File: config.mk
export PLATFORM = sky130hd
export DESIGN_NAME = sac_queue
export DESIGN_NICKNAME = d
export VERILOG_FILES = /design/src/design/sac_pkg.sv /design/src/design/sac_queue.sv
export SDC_FILE = /design/constraint.sdc
export NUM_CORES = 1
export LEC_CHECK = 0
export BUFFER_PORTS_ARGS = -buffer_cell sky130_fd_sc_hd__buf_4
export CORE_ASPECT_RATIO = 0.75
export CORE_MARGIN = 3
export CORE_UTILIZATION = 46
export CTS_BUF_LIST = sky130_fd_sc_hd__clkbuf_16
export DETAILED_ROUTE_END_ITERATION = 10
export MAX_ROUTING_LAYER = met4
export PLACE_DENSITY_LB_ADDON = 0.1
export SETUP_SLACK_MARGIN = 0.02
export SYNTH_ARGS = -nofsm -noshare
export SYNTH_HDL_FRONTEND = slang
export SYNTH_SLANG_ARGS = --single-unit
export TNS_END_PERCENT = 100
File: constraint.sdc
create_clock -name i_clk -period 10.2 [get_ports i_clk]
set_clock_uncertainty 0.15 [all_clocks]
set_input_delay 1.53 -clock i_clk [delete_from_list [all_inputs] [get_ports i_clk]]
set_output_delay 1.53 -clock i_clk [all_outputs]
set_load 0.02 [all_outputs]
File: src/design/sac_pkg.sv
// Package with shared widths, constants, types and the saturation helper of the swept box test.
`default_nettype none
package sac_pkg;

    localparam int QUEUE_DEPTH_DEF = 4;

    // Slab distances fit in 35 signed bits, box centers in 33 signed bits.
    localparam int DLT_W   = 35;
    localparam int ORG_W   = 33;
    localparam int NUM_W   = DLT_W - 1 + 16;
    localparam int DIV_QB  = 33;
    localparam int DIV_LAT = DIV_QB + 2;

    localparam logic signed [31:0] T_LOW  = 32'sh8000_0000;
    localparam logic signed [31:0] T_HIGH = 32'sh7FFF_FFFF;
    localparam logic signed [31:0] Q_ONE  = 32'sd65536;

    typedef struct packed {
        logic signed [DLT_W-1:0] nlx;
        logic signed [DLT_W-1:0] flx;
        logic signed [DLT_W-1:0] nly;
        logic signed [DLT_W-1:0] fly;
        logic signed [ORG_W-1:0] ox;
        logic signed [ORG_W-1:0] oy;
        logic signed [31:0]      dx;
        logic signed [31:0]      dy;
    } t_item;

    typedef struct packed {
        logic signed [ORG_W-1:0] ox;
        logic signed [ORG_W-1:0] oy;
        logic signed [31:0]      dx;
        logic signed [31:0]      dy;
    } t_side;

    function automatic logic signed [31:0] sat32(input logic signed [63:0] v);
        logic signed [31:0] r;
        if (v > 64'sh0000_0000_7FFF_FFFF) begin
            r = T_HIGH;
        end else if (v < -64'sh0000_0000_8000_0000) begin
            r = T_LOW;
        end else begin
            r = v[31:0];
        end
        return r;
    endfunction

endpackage
`default_nettype wire

File: src/design/sac_queue.sv
// Short register queue that parts the front from the back.
`default_nettype none
module sac_queue #(
    parameter int DEPTH = sac_pkg::QUEUE_DEPTH_DEF
) (
    input  wire logic           i_clk,
    input  wire logic           i_rst_n,
    input  wire logic           i_push,
    input  wire sac_pkg::t_item i_item,
    input  wire logic           i_pop,
    output sac_pkg::t_item      o_item,
    output logic                o_full,
    output logic                o_empty
);
    import sac_pkg::*;

    localparam int PW = $clog2(DEPTH);
    localparam int CW = $clog2(DEPTH + 1);

    t_item           r_mem [DEPTH];
    logic [PW-1:0]   r_wp, r_rp;
    logic [CW-1:0]   r_cnt;

    always_ff @(posedge i_clk) begin
        if (!i_rst_n) begin
            r_wp  <= '0;
            r_rp  <= '0;
            r_cnt <= '0;
        end else begin
            if (i_push) begin
                r_wp <= (r_wp == PW'(DEPTH - 1)) ? '0 : r_wp + 1'b1;
            end
            if (i_pop) begin
                r_rp <= (r_rp == PW'(DEPTH - 1)) ? '0 : r_rp + 1'b1;
            end
            if (i_push && !i_pop) begin
                r_cnt <= r_cnt + 1'b1;
            end else if (!i_push && i_pop) begin
                r_cnt <= r_cnt - 1'b1;
            end
        end
    end

    always_ff @(posedge i_clk) begin
        if (i_push) begin
            r_mem[r_wp] <= i_item;
        end
    end

    assign o_item  = r_mem[r_rp];
    assign o_full  = (r_cnt == CW'(DEPTH));
    assign o_empty = (r_cnt == '0);

endmodule
`default_nettype wire

After elaboration in Yosys (flattened, before gate mapping)

Memory sizes are Yosys's and may differ from the RTL's. A register that Yosys moved wholly into a read port is not among the register bits.
Index checks and enable logic that the tools add are counted.

Register bits: 7
Memories kept: 1
Logic and storage cells: 25
Bits of input ports: 274
RAM bits: 1,080

Mux-type cells: 8
Reductions and logical operators: 6
Add/sub/neg operators: 4
Equal/unequal tests: 3

Memory list:

| memory | depth | width | rd ports | clocked after Yosys merged registers in | write ports | RTL line        | source |
|---|---|---|---|---|---|---|---|
| r_mem  | 4     | 270   | 1        | 1                                       | 1           | sac_queue.sv:20 | `t_item r_mem [DEPTH];` |

Operator list:

| cell                                              | number |
|---|---|
| 2-to-1 mux 2 bit                                  | 4 |
| 2-to-1 mux 3 bit                                  | 2 |
| adder 2 x 1 -> 2 bit (second input constant)      | 2 |
| equality test 2 bit (second input constant)       | 2 |
| adder 3 x 1 -> 3 bit (second input constant)      | 1 |
| equality test 3 bit (second input constant)       | 1 |
| zero test 3 bit                                   | 1 |
| subtractor 3 x 1 -> 3 bit (second input constant) | 1 |
| logical AND 1 bit                                 | 2 |
| zero test 1 bit                                   | 2 |
| 2-to-1 mux 1 bit                                  | 2 |
| nonzero test 2 bit                                | 1 |

Logic depth before layout (Yosys ltp)

Depth after elaboration: 4
Gate-level depth with buffers: 7
Depth with buffers taken out: 7

Worst setup path after synthesis

OpenSTA, ideal clock, no wires.

Kind: input to register
Start: input i_push
End: memory r_mem[0][0] (netlist bit), enable pin
Setup time: 0.664 ns
Buffers on the path: 0
Stages on the path: 1
Required time: 9.386 ns
Setup slack: 1.758 ns
Data arrival time: 7.628 ns
Cell sequence: and2_1

Longest elaborated chain between the ends: 2

Ends and longest elaborated chain:

| element                                | RTL line        | source |
|---|---|---|
| start, declared                        | sac_queue.sv:8  | `input wire logic i_push,` |
| 2-to-1 mux 1 bit                       | sac_queue.sv:45 | `if (i_push) begin` |
| 2-to-1 mux 1 bit (not written as such) | sac_queue.sv:46 | `r_mem[r_wp] <= i_item;` |
| end, declared                          | sac_queue.sv:20 |  |

No other way between the ends.

==> flow_results.org <==
** Status
- The flow ran to the end, and the final reports show no timing, DRC or antenna violations.

** GRT
- Initial antenna violation count :: 9
- Entering global routing, the biggest net connects 154 pins.
- In the global route stage, overall resource usage came out at 0.1897.
- The number of global-route vias before repair is 18398.
- Sum of overflow across all layers after global routing :: 0
- The first global-routing pass estimated 120.5 mm of wire.

** Timing
- Setup repair after global routing left no endpoint under its margin.
- For the final routed database, the setup TNS stands at 0 ps.
- Number of max-slew violations in the final report :: 0
- For this run, the top clock speed supported by timing is 177.6 MHz.
- The number of failing hold endpoints at the final stage was 0.
- The smallest clock period supported by the final layout is computed as around 5600 ps.
- Final critical-path share of the clock period :: 0.5520
- Relative slew slack :: 0.2411
- Tightest Pin Transition :: 1138 ps
- Worst hold-check slack :: between 300 and 400 ps
- Setup violations remaining at the end of the flow were counted as 0.

** Synthesis
- Avg Cell Area, Syn :: about 27 sq um
- Of all cell types, the one taking the most synthesized area is edfxtp_1.
- Most instantiated cells after synthesis :: edfxtp_1, mux4_2, buf_2, buf_6, dfxtp_1
- Synthesized instance count :: 1454
- Simple-gate share of the synthesized area :: 0.002286
- Adder and majority gate portion of the synthesized area :: 0.002413
- Fraction of registers with async set/reset :: 0
- The fraction of the mapped netlist area in compound gates is 0.0005080.
- The number of nets in the synthesized netlist is 1735.
- For this run, the number of Yosys warnings is 0.
- Top-count cell post-synth :: edfxtp_1
- Share of synthesized area occupied by flip-flops and latches :: 0.8276
- Of the total synthesized cell area, the portion taken by XOR and XNOR cells is 0.0004445.
- Mux cell area share after synthesis :: 0.1553
- By area, the combinational part of the netlist is dominated by multiplexers.
- The synthesized design contains 1080 enable-type register cells.
- Yosys reg bits :: around 1100
- Count of distinct cell types in the synthesized netlist :: 22
- Post-synthesis instance area :: a little under 40000 sq um
- Cells taking the most area after synthesis :: edfxtp_1, mux4_2, buf_6
- The share of synthesized area in the top cell type comes to 0.8230.
- The most used flip-flop cell after synthesis is edfxtp_1.

** Clocking
- Post-CTS timing repair inserted 0 buffers for setup.
- Number of sinks driven by the clock tree :: 1089
- TritonCTS built the clock tree.
- CTS max path bufs :: 3
- Post-CTS resize count :: 0
- Post-CTS Hold Fix Bufs :: 0
- Register clock-pin slew on the reported worst setup and hold paths :: around 60 ps
- In this run, CTS created clock tree buffers numbering 106.
- Maximum level of the CTS H-tree :: 3
- Clock latency on the worst-skew pair, taken at its later pin, is roughly 650 ps.
- Root cell of the clock tree :: clkbuf_16

** Critical path
- The setup check on the worst reg-to-reg path leaves a slack of 6690 ps.
- For the worst setup path, the data arrival time is 3950 ps.
- The worst setup path is launched from a flop.
- Data on the critical path is required at its endpoint by 8520 ps.
- Crit path capture type :: output port
- In this run the worst path has a maximum fanout of 46.
- Launching point of the worst reg2reg path :: r_wp[0]$_SDFFE_PN0P_
- Worst-case reg-to-reg path depth :: 4
- Capture point of the worst reg-to-reg path :: r_mem[3][111]$_DFFE_PP_
- The critical path in this run is classified as flop to output port.

** Detailed routing
- Detailed routing inserted a total of 17383 vias.
- Number of search-and-repair iterations in the first detailed-routing pass :: 5
- After detailed routing, the average wire length per cell comes to 25.14 um.
- Routed Wire Length :: approximately 83 mm
- Once detail routing completed, the nets flagged for antenna violations numbered 0.
- Met3 wire length :: about 6.4 mm
- DRC violation count after routing :: 0
- Highest metal used :: met4
- Met2 wire len :: 42.68 mm
- Via/cell ratio :: 5.287
- Met1 layer wirelength in the final routing :: 31.66 mm
- First-iteration detailed-routing DRC count :: 1067

** Floorplanning
- Width of the die :: 344.0 um
- Ports :: 546
- Initial cell density of the core :: 0.4664
- After floorplanning, the core was divided into 92 placement rows.
- The region available for standard cell placement spans 84490 sq um.
- The die covers 89250 sq um.
- Die height :: 259.5 um

** Power
- The design draws 9.786 mW.
- In this run the static leakage power is 16.01 nW.
- Cell area power density :: ~200 nW/um^2
- The share of total power dissipated in sequential elements is 0.530.
- IR drop worst, VDD :: 0.0001342 V
- Combinational share of power :: 0.107
- Net switching power of the design :: 2.214 mW
- Of the total power, the share spent switching nets is 0.2263.
- Int Pwr :: 7.572 mW
- Clock network power share :: 0.363

** Cells and area
- Leaving out filler cells and counting taps, the final layout contains 3288.
- Storage cell area :: 32620 sq um
- Summing all multi-input logic gate instances after layout gives 6354 sq um.
- Post-synthesis to final-layout area growth :: 21.51%
- Number of nets in the final layout :: 2346
- After filler insertion, the fill cell instance count of the layout stands at 6289.
- Fraction of layout instances using a drive strength above 1 :: 0.4540

** Place
- The congestion estimate from routability-driven global placement came to about 0.75.
- Count of placed standard cells including taps :: between 3000 and 4000
- Summed over all nets, the half-perimeter wirelength after detailed placement is around 49 mm.
- During placement, the flow inserted port buffers numbering 545.

** Min path
- Counting instances, the worst hold path has a depth of 2.
- The worst hold path begins at r_rp[1]$_SDFFE_PN0P_.
- Class of the most critical hold timing path :: flop to flop

** Run
- The tool flagged a number of max-cap violations equal to 0.
==> power by group through the flow <==
stage	clock network [mW]	logic (mW)	registers, mW
5_1_grt	3.84	1.11	5.20
4_1_cts	3.66	1.07	5.19
6_report	3.55	1.04	5.19
3_5_place_dp	0	1.07	5.29
2_1_floorplan	0	0.585	5.31
3_3_place_gp	0	1.06	5.28
==> worst max-delay path: stages (launching register included) <==
cell and delay [ps]:
dfxtp_4 820, buf_4 710, buf_4 830, mux4_2 630, buf_4 180
==> routing by layer <==
metal  GRT usage  vias up
met1      0.2327     9196
met4     0.05282        0
met5           -        -
li1            -     7581
met2      0.3085      488
met3     0.05743      118
==> how the worst max path moves through the flow <==
stage	slack, ps	from	endpoint	depth (start not counted)
after detailed placement	5010	flop	o_item[1]	4
after global routing	4110	flop	o_item[16]	4
after global placement	5000	flop	o_item[16]	4
after floorplan	1760	i_push	r_mem[0][0]$_DFFE_PP_	1
final	4570	flop	o_item[16]	4
after CTS	4270	flop	o_item[1]	4
==> sequential cells by signal, indices dropped and copies added, names as in the netlist, named ones only <==
signal	cells
r_rp	2
r_wp	2
r_cnt	3
r_mem	1080
==> final cells by class <==
cell class | instances | share of cell area
diodes | 10 | 0.0005226
clock buffers | 107 | 0.05592
clock inverters | 86 | 0.01022
inverters | 4 | 0.0003136
multi-input cells | 301 | 0.1327
flip-flops and latches | 1089 | 0.6813
well taps | 1128 | 0.02948
repair buffers | 563 | 0.08958
==> placed cells by master (no fill, tap or decap), drive strengths merged <==
master,netlist,routed
xnor2,1,1
nor3b,1,1
clkinvlp,0,1
nor2,1,1
dfxtp,9,9
nor2b,5,5
clkinv,0,46
or3,1,1
fa,1,1
and2,5,5
clkbuf,6,107
xor2,1,1
bufinv,0,3
o21ai,1,1
a21boi,1,1
edfxtp,1080,1080
mux4,270,270
ha,6,6
nor3,2,2
buf,54,563
mux2i,4,4
inv,4,40
diode,0,10
o21a,1,1
==> through the flow <==
stage	setup WS (ps)	utilization	area, sq um
2_1_floorplan	1758	-	39410
3_3_place_gp	4999	0.5289	44690
3_5_place_dp	5015	0.5289	44690
4_1_cts	4268	0.5664	47850
5_1_grt	4109	0.5667	47880
6_report	4569	0.5667	47880
==> cell families (layout without fill, tap and decap cells) <==
kind of cell | count (synthesis) | after routing
flops | 1089 | 1089
mux | 274 | 274
buf+inv | 64 | 760
simple gates | 15 | 15
fa+ha+maj | 7 | 7
compound gates | 3 | 3
xor+xnor | 2 | 2
other cells | 0 | 10
Note: power is estimated with default switching activity, not from simulation.
